==> src/rtl/blr_pkg.sv <==
// ----------------------------------------------------------------------------
// blr_pkg
// shared constants and codes for the bresenham line rasterizer
// ----------------------------------------------------------------------------
package blr_pkg;

	// default coordinate width
	localparam int COORD_BITS_DEF = 12;

	// item kinds carried on the input tuser
	typedef enum logic {
		MODE_START = 1'b0,
		MODE_STEP  = 1'b1
	} mode_t;

endpackage

==> src/rtl/bresenham_line_rasterizer_unit.sv <==
// ----------------------------------------------------------------------------
// bresenham_line_rasterizer_unit
// integer bresenham line generator for all octants, one pixel per item
// ----------------------------------------------------------------------------
// usage
//   s_* channel: one item is either a start (tuser = 0) carrying two endpoints
//   or a step (tuser = 1) whose tdata is ignored. a start sets up the line and
//   returns the first endpoint; each step returns the next pixel. a step while
//   no line is active is consumed and returns nothing. a start during a line
//   drops it and begins the new one.
//   m_* channel: one item per pixel, tlast marks the line's second endpoint.
// stages and throughput
//   an item is registered at the input, worked on while it sits in the input
//   stage, and its pixel is then registered in the output register. one item
//   per cycle is sustained while the receiver takes each pixel, the step
//   recurrence being one add and a sign test inside the input-stage cycle.
// reset and stalls
//   arst_n clears both stages and the line state (idle). when the receiver
//   stalls, the output register holds its pixel and the input stage keeps one
//   more item, then s_tready drops until the output is taken.
// ----------------------------------------------------------------------------
module bresenham_line_rasterizer_unit #(
	parameter int COORD_BITS = blr_pkg::COORD_BITS_DEF,
	localparam int IN_DATA_W  = ((4 * COORD_BITS + 7) / 8) * 8,
	localparam int OUT_DATA_W = ((2 * COORD_BITS + 7) / 8) * 8
) (
	input  logic                  clk,
	input  logic                  arst_n,
	// input item channel
	input  logic                  s_tvalid,
	output logic                  s_tready,
	input  logic [IN_DATA_W-1:0]  s_tdata,  // start_x, start_y, end_x, end_y, zero fill
	input  logic                  s_tuser,  // mode
	// pixel channel
	output logic                  m_tvalid,
	input  logic                  m_tready,
	output logic [OUT_DATA_W-1:0] m_tdata,  // pixel_x, pixel_y, zero fill
	output logic                  m_tlast   // last_pixel
);

	localparam int CW = COORD_BITS;
	localparam int EW = COORD_BITS + 3;   // signed error term width

	// input stage
	logic                 valid_s1;
	logic                 mode_s1;
	logic [4*CW-1:0]      coords_s1;

	// line state
	logic [CW-1:0]        cur_x_q;
	logic [CW-1:0]        cur_y_q;
	logic signed [EW-1:0] error_q;
	logic signed [EW-1:0] diag_inc_q;
	logic signed [EW-1:0] straight_inc_q;
	logic                 x_neg_q;
	logic                 y_neg_q;
	logic                 x_major_q;
	logic [CW-1:0]        steps_left_q;
	logic                 line_active_q;

	// output register
	logic                 out_valid_q;
	logic [CW-1:0]        out_x_q;
	logic [CW-1:0]        out_y_q;
	logic                 out_last_q;

	// handshake
	logic advance;
	logic fire;
	logic is_start;
	logic emit;

	assign advance  = !out_valid_q || m_tready;   // output slot free this cycle
	assign s_tready = !valid_s1 || advance;
	assign fire     = valid_s1 && advance;
	assign is_start = (mode_s1 == blr_pkg::MODE_START);
	assign emit     = fire && (is_start || line_active_q);

	// setup of a new line
	logic [CW-1:0]        sx, sy, ex, ey;
	logic                 set_x_neg, set_y_neg, set_x_major;
	logic [CW-1:0]        dx, dy, major, minor;
	logic signed [EW-1:0] two_minor, major_e, set_error, set_diag;

	assign sx = coords_s1[CW-1:0];
	assign sy = coords_s1[2*CW-1:CW];
	assign ex = coords_s1[3*CW-1:2*CW];
	assign ey = coords_s1[4*CW-1:3*CW];

	always_comb begin
		set_x_neg   = ex < sx;
		set_y_neg   = ey < sy;
		dx          = set_x_neg ? (sx - ex) : (ex - sx);
		dy          = set_y_neg ? (sy - ey) : (ey - sy);
		set_x_major = dx > dy;   // a tie goes y-major
		major       = set_x_major ? dx : dy;
		minor       = set_x_major ? dy : dx;
		two_minor   = $signed({2'b00, minor, 1'b0});
		major_e     = $signed({3'b000, major});
		set_error   = two_minor - major_e;
		set_diag    = two_minor - (major_e <<< 1);
	end

	// one step along the line
	logic [CW-1:0]        x_stepped, y_stepped;
	logic                 err_nonneg;
	logic [CW-1:0]        nxt_x, nxt_y;
	logic signed [EW-1:0] nxt_error;
	logic [CW-1:0]        nxt_steps;

	always_comb begin
		x_stepped  = x_neg_q ? (cur_x_q - CW'(1)) : (cur_x_q + CW'(1));
		y_stepped  = y_neg_q ? (cur_y_q - CW'(1)) : (cur_y_q + CW'(1));
		err_nonneg = !error_q[EW-1];
		// major axis always moves, minor axis only on a non-negative error
		nxt_x      = (x_major_q || err_nonneg) ? x_stepped : cur_x_q;
		nxt_y      = (!x_major_q || err_nonneg) ? y_stepped : cur_y_q;
		nxt_error  = error_q + (err_nonneg ? diag_inc_q : straight_inc_q);
		nxt_steps  = steps_left_q - CW'(1);
	end

	// input register
	always_ff @(posedge clk or negedge arst_n) begin
		if (!arst_n) begin
			valid_s1 <= 1'b0;
		end else if (s_tready) begin
			valid_s1 <= s_tvalid;
		end
	end

	always_ff @(posedge clk) begin
		if (s_tvalid && s_tready) begin
			mode_s1   <= s_tuser;
			coords_s1 <= s_tdata[4*CW-1:0];
		end
	end

	// line state update, one item per fire
	always_ff @(posedge clk or negedge arst_n) begin
		if (!arst_n) begin
			cur_x_q        <= '0;
			cur_y_q        <= '0;
			error_q        <= '0;
			diag_inc_q     <= '0;
			straight_inc_q <= '0;
			x_neg_q        <= 1'b0;
			y_neg_q        <= 1'b0;
			x_major_q      <= 1'b0;
			steps_left_q   <= '0;
			line_active_q  <= 1'b0;
		end else if (fire) begin
			if (is_start) begin
				cur_x_q        <= sx;
				cur_y_q        <= sy;
				error_q        <= set_error;
				diag_inc_q     <= set_diag;
				straight_inc_q <= two_minor;
				x_neg_q        <= set_x_neg;
				y_neg_q        <= set_y_neg;
				x_major_q      <= set_x_major;
				steps_left_q   <= major;
				line_active_q  <= (major != '0);
			end else if (line_active_q) begin
				cur_x_q       <= nxt_x;
				cur_y_q       <= nxt_y;
				error_q       <= nxt_error;
				steps_left_q  <= nxt_steps;
				line_active_q <= (nxt_steps != '0);
			end
		end
	end

	// output register
	always_ff @(posedge clk or negedge arst_n) begin
		if (!arst_n) begin
			out_valid_q <= 1'b0;
		end else if (advance) begin
			out_valid_q <= emit;
		end
	end

	always_ff @(posedge clk) begin
		if (emit) begin
			if (is_start) begin
				out_x_q    <= sx;
				out_y_q    <= sy;
				out_last_q <= (major == '0);   // equal endpoints: single pixel
			end else begin
				out_x_q    <= nxt_x;
				out_y_q    <= nxt_y;
				out_last_q <= (nxt_steps == '0);
			end
		end
	end

	assign m_tvalid = out_valid_q;
	assign m_tdata  = OUT_DATA_W'({out_y_q, out_x_q});
	assign m_tlast  = out_last_q;

endmodule

==> config.mk <==
export PLATFORM = sky130hd
export DESIGN_NAME = bresenham_line_rasterizer_unit
export DESIGN_NICKNAME = d
export VERILOG_FILES = /design/src/rtl/blr_pkg.sv /design/src/rtl/bresenham_line_rasterizer_unit.sv
export SDC_FILE = /design/constraint.sdc
export NUM_CORES = 1
export LEC_CHECK = 0
export ABC_AREA = 0
export BUFFER_PORTS_ARGS = -buffer_cell sky130_fd_sc_hd__buf_2
export CAP_MARGIN = 25
export CORE_MARGIN = 4
export CORE_UTILIZATION = 30
export CTS_CLUSTER_DIAMETER = 150
export CTS_CLUSTER_SIZE = 20
export DETAILED_ROUTE_END_ITERATION = 12
export SYNTH_ARGS = -nofsm -noshare
export SYNTH_HDL_FRONTEND = slang
export SYNTH_SLANG_ARGS = --single-unit
==> constraint.sdc <==
create_clock -name clk -period 8.4 [get_ports clk]
set_input_delay 1.68 -clock clk [delete_from_list [all_inputs] [get_ports clk]]
set_output_delay 1.68 -clock clk [all_outputs]
set_load 0.005 [all_outputs]
# --- After elaboration in Yosys (flattened, before gate mapping) ---
# Cells that the tools add are included.
# W data, S select, Z words.
totals:
  output_inout_bits: 27
  reg_bits: 158
  wordCells: 74
classes:
  order_cmp: 3
  mux: 22
  n_eq_ne: 1
  n_bitwise: 1
  addsub: 12
  n_reduce_logical: 18
op_table:
  columns: ["operator", "n"]
  rows:
  - ["$mux W12", 16]
  - ["$sub A12 B12 Y12", 4]
  - ["$mux W15", 3]
  - ["$sub A12 B1 Y12 const B", 3]
  - ["$add A12 B1 Y12 const B", 2]
  - ["$logic_not A12 Y1", 2]
  - ["$lt A12 B12 Y1", 2]
  - ["$reduce_bool A12 Y1", 2]
  - ["$add A15 B15 Y15", 1]
  - ["$sub A13 B12 Y14", 1]
  - ["$sub A13 B13 Y14", 1]
  - ["$gt A12 B12 Y1", 1]
  - ["$logic_or A1 B1 Y1", 5]
  - ["$logic_not A1 Y1", 4]
  - ["$reduce_and A2 Y1", 2]
  - ["$logic_and A1 B1 Y1", 3]
  - ["$mux W1", 3]
  - ["$ne A2 B1 Y1 const B", 1]
  - ["$not A1 Y1", 1]

# --- Depth between registers and ports, before layout ---
depth:
  word_depth: 6
  ltp_mapped: 37
  depth_no_buf: 33

# --- Least setup slack after synthesis ---
# No wires, ideal clock.
synth_timing:
  path_kind: "register -> register"
  start: "reg coords_s1[24]"
  end: "reg error_q[7]"
  t_arrival_ns: 7.612
  slack_ns: 0.662
  period_less_slack_ns: 7.738
  n_path_buf: 5
  path_stages_with_launch: 36
  required_time_ns: 8.274
  path_cell_list: "edfxtp_1 > inv_1 > ha_1 > inv_1 > fa_1 > a21o_1 > a221o_1 > a21o_1 > buf_4 > a311oi_2 > o32ai_1 > a221oi_2 > o22ai_1 > a221oi_2 > xnor2_1 > ha_1 > nand2_1 > or4_1 > o21a_1 > o31ai_2 > buf_2 > buf_2 > buf_2 > buf_1 > mux2i_1 > ha_1 > nand2_1 > a21oi_1 > mux2_2 > maj3_2 > nor2_1 > o31ai_1 > a22oi_2 > maj3_1 > xnor2_1 > a221o_1"
synth_via:
  elab_chain_cells: 6
  elab_cells_between_ends: 9
synth_lines:
  columns: ["element", "line_no", "source"]
  rows:
  - ["start, declared", "bresenham_line_rasterizer_unit.sv:47", "logic [4*CW-1:0] coords_s1;"]
  - ["start signal, assigned", "bresenham_line_rasterizer_unit.sv:134", "coords_s1 <= s_tdata[4*CW-1:0];"]
  - ["$sub A12 B12 Y12 / $lt A12 B12 Y1 (equally long branches)", "bresenham_line_rasterizer_unit.sv:93, bresenham_line_rasterizer_unit.sv:91", null]
  - ["$mux W12 (*)", "bresenham_line_rasterizer_unit.sv:93", "dx = set_x_neg ? (sx - ex) : (ex - sx);"]
  - ["$gt A12 B12 Y1", "bresenham_line_rasterizer_unit.sv:95", "set_x_major = dx > dy;"]
  - ["$mux W12 (*)", "bresenham_line_rasterizer_unit.sv:97", "minor = set_x_major ? dy : dx;"]
  - ["via minor[0]", "bresenham_line_rasterizer_unit.sv:82", "logic [CW-1:0] dx, dy, major, minor;"]
  - ["$sub A13 B12 Y14 (*)", "bresenham_line_rasterizer_unit.sv:100", "set_error = two_minor - major_e;"]
  - ["$mux W15 (*)", "bresenham_line_rasterizer_unit.sv:152", "if (is_start) begin"]
  - ["end signal, assigned", "bresenham_line_rasterizer_unit.sv:155", "error_q <= set_error;"]
  - ["end signal, assigned", "bresenham_line_rasterizer_unit.sv:166", "error_q <= nxt_error;"]
  - ["end, declared", "bresenham_line_rasterizer_unit.sv:52", "logic signed [EW-1:0] error_q;"]
# The timed path passes the listed nets; every way through them passes the cells marked *.
# A chain may end at the register's enable or synchronous reset.

# --- Worst setup path after layout ---
layout_timing:
  start: "reg coords_s1[24]"
  end: "reg error_q[10]"
layout_via:
  elab_chain_cells: 6
  elab_cells_between_ends: 9
layout_lines:
  columns: ["element", "line_no"]
  rows:
  - ["$sub A12 B12 Y12 / $lt A12 B12 Y1 (equally long branches)", "bresenham_line_rasterizer_unit.sv:93, bresenham_line_rasterizer_unit.sv:91"]
  - ["$mux W12 (*)", "bresenham_line_rasterizer_unit.sv:93"]
  - ["$gt A12 B12 Y1", "bresenham_line_rasterizer_unit.sv:95"]
  - ["$mux W12, on equally long branches", "bresenham_line_rasterizer_unit.sv:97, bresenham_line_rasterizer_unit.sv:96"]
  - ["$sub A13 B12 Y14 (*)", "bresenham_line_rasterizer_unit.sv:100"]
  - ["$mux W15 (*)", "bresenham_line_rasterizer_unit.sv:152"]
# Mark *: on every way between the ends. The rest lies on a longest branch, timed or not.

==> qor.txt <==
Post-Synth Simple-Gate Area: 16.37%
Synth Area in Compound Gates: 19.86%
Final Hold Slack: 0.4741 ns
Worst R2R End: error_q[10]
NetSw: 0.002608 W
Synth cell types: 81
Post-synth EDFFs: 74
Tmin final: 7.718 ns
Max_cap viols: 0
GRT Resource Usage Total: 15.09%
DRC Markers: 0
Inst Count DP: 1865
I/O Buffers: 79
Largest family of logic cells by synthesized area: compound AO/OA/AOI/OAI gates
Core box area: 37930 um^2
Setup crit start: coords_s1[24]
Finished Layout Cells: 1897
Highest fanout seen on the critical path: 12
Endpoints failing hold: 0
Sw Ratio: 46.93%
Multi-input logic area: 6769 um^2
Clock share of power: 14.6%
Crit path required time: 8.72 ns
DP HPWL: 23620 um
Die span in x: 204.7 um
Worst skew pair latency: 0.45 ns
Clk root buf: clkbuf_16
Post-synthesis mux area share: 4.615%
Post-synthesis cell count: 1313
Top Ports: 80
R2R setup slack: 0.68 ns
Worst path slowest cell: or4_1
R2R cell count: 31
Row count: 71
Register area: 4249 um^2
Worst Path Arrival: 8.04 ns
FF-to-FF Start: coords_s1[24]
Synth Cell Area: 11600 um^2
DRT iter0 DRCs: 678
Reg power frac: 22.4%
Vias in the first global route: 9315
Sink Count: 155
Slew Limit Fails: 0
Worst setup endpoint: error_q[10]
Skew final: 0.01337 ns
Deepest clock path buffer count: 2
# fillers: 3904
Layout cells sized above 1: 13.56%
Largest cells by area after synthesis: edfxtp_1, dfrtp_1, ha_1, nand2_1, o21ai_0
Adder-Cell Fraction of Synth Area: 12.32%
Pwr Density: 422.5 nW/um^2
DRT antenna net count: 0
Lkg Pwr: 5.810 nW
Min-Delay Path Class: reg -> reg
CP Class: reg -> reg
Post-synth top area cell: edfxtp_1
Starting Density: 30.59%
Final setup fails: 0
Total Wirelength: 31550 um
Clk pin slew, worst setup/hold paths: 0.07 ns
CTS tree: yes
Layout area overhead: 13.34%
RSZ-0062 raised after global routing: false
Total die area: 41890 um^2
Pint: 0.002949 W
Post-DR wirelength/cell: 16.63 um
Xor/xnor share of the synthesized area: 5.046%
Ant diodes: 0
Syn Area/Cell: 8.838 um^2
GR Overflow Total: 0
Worst Path Buf+Inv: 2
#FFs+latches synth: 155
Slew headroom: 39.66%
Yosys top cell area share: 19.15%
Max Clock Freq: 0.1296 GHz
CP Launch Type: flop
Register area share after synthesis: 36.61%
Post-CTS Hold Buffers: 0
CP top delay family: compound AO/OA/AOI/OAI gates
Final worst-path cycle share: 91.88%
Vias per inst: 5.085
H-tree depth: 4
Ys async rst share: 52.26%
VDD IR-drop max: 0.0002017 V
Tightest Pin Transition: 0.9052 ns
Biggest cell delay along the critical path: 0.53 ns
Outcome: completed
Yosys warns: 0
Comb pwr share: 63.0%
Post-CTS Resized: 0
Pwr Total: 0.005557 W
Pin count of the biggest net entering global routing: 71
Cell count along the critical path: 31
Num CTS Buffers: 17
Global-route wire length before repair: 50100 um
Die Span Y: 204.7 um
Via count: 9646
Layout Nets: 1533
Top FF cell, synth: dfrtp_1
Placer Congestion: 0.9703
CP endpoint kind: flop
Initial antenna violation count: 1
Fin Setup TNS: 0 ns
Post-Syn Nets: 1473
Initial DRT Pass Iterations: 5
Post-CTS Setup Repair Bufs: 0
-- cell type report --
class	instances	area share, %
clock buffers	17	3.234
clock inverters	15	1.341
repair buffers	94	3.881
inverters	102	2.911
multi-input cells	1003	51.47
well taps	511	4.861
flip-flops and latches	155	32.31
-- worst reg2reg max path, delay by kind of cell (launching register included) --
kind,cells,cell delay (ns)
flops,1,0.40
simple gates,5,1.04
fa+ha+maj,4,1.48
xor+xnor,1,0.16
mux,1,0.18
buf+inv,2,0.13
compound gates,18,4.23
-- registers in the layout, summed over array words and instances, names as in the netlist --
| signal | cells |
|---|---|
| coords_s1 | 48 |
| valid_s1 | 1 |
| line_active_q | 1 |
| steps_left_q | 12 |
| cur_x_q | 12 |
| diag_inc_q | 13 |
| m_tvalid | 1 |
| straight_inc_q | 12 |
| y_neg_q | 1 |
| out_y_q | 12 |
| x_neg_q | 1 |
| cur_y_q | 12 |
| m_tlast | 1 |
| error_q | 14 |
| out_x_q | 12 |
| mode_s1 | 1 |
| x_major_q | 1 |
-- worst min path at each step --
| stage | cells past startpoint | from | endpoint |
|---|---|---|---|
| after floorplan | 2 | diag_inc_q[8] | diag_inc_q[8] |
| after global placement | 2 | straight_inc_q[11] | straight_inc_q[11] |
| after global routing | 2 | straight_inc_q[4] | straight_inc_q[4] |
| final | 2 | straight_inc_q[9] | straight_inc_q[9] |
| after detailed placement | 2 | straight_inc_q[11] | straight_inc_q[11] |
| after CTS | 2 | straight_inc_q[9] | straight_inc_q[9] |
-- cells in the final DEF, fill, tap and decap left out, drive strengths merged, types with 29 or more instances in the layout --
| cell | synthesis | routed |
|---|---|---|
| ha | 99 | 99 |
| edfxtp | 74 | 74 |
| dfrtp | 81 | 81 |
| nor2 | 78 | 78 |
| o21ai | 119 | 119 |
| nor3 | 33 | 33 |
| nand3 | 29 | 29 |
| nand2 | 192 | 192 |
| a21oi | 103 | 103 |
| buf | 17 | 94 |
| inv | 102 | 110 |
| xnor2 | 42 | 42 |
-- cell families after synthesis --
group | count (synthesis)
simple gates | 418
compound gates | 363
buf+inv | 155
flops | 155
fa+ha+maj | 110
xor+xnor | 63
mux | 49
-- synth_stat cells, drive strengths merged, types with 6 or more instances --
cell type	n
nand2	192
o21ai	119
a21oi	103
inv	102
ha	99
dfrtp	81
nor2	78
edfxtp	74
xnor2	42
clkbuf	36
nor3	33
nand3	29
mux2i	26
mux2	23
a21o	22
xor2	21
buf	17
nor2b	17
a31oi	15
and2	11
nand4	11
a211oi	10
and3	10
nand2b	10
o21bai	10
o211ai	9
o22ai	9
fa	8
nor4	8
a21boi	7
o31ai	6
-- power groups by stage --
| stage | clock network, W | registers (W) | logic [W] |
|---|---|---|---|
| after floorplan | 0 | 0.00120 | 0.00270 |
| after global placement | 0 | 0.00125 | 0.00342 |
| after detailed placement | 0 | 0.00126 | 0.00346 |
| after CTS | 0.000830 | 0.00124 | 0.00349 |
| after global routing | 0.000862 | 0.00128 | 0.00391 |
| final | 0.000810 | 0.00124 | 0.00350 |
-- layer usage --
metal  up-vias  track usage [%]  share of wire, %
li1       4783                -                 -
met1      4560            21.57                49
met2       270            23.36                44
met3        33            3.182               5.3
met4         0            3.781               1.5
met5         -                0                 0
-- per-stage QoR --
step	util [%]	setup WS (ns)	cell area [um^2]
after floorplan	-	0.6620	11600
after global placement	33.09	1.045	12550
after detailed placement	33.09	0.7851	12550
after CTS	34.67	0.7221	13150
after global routing	34.67	0.01346	13150
final	34.67	0.6817	13150
No activity file was read; power rests on OpenSTA's default activity.
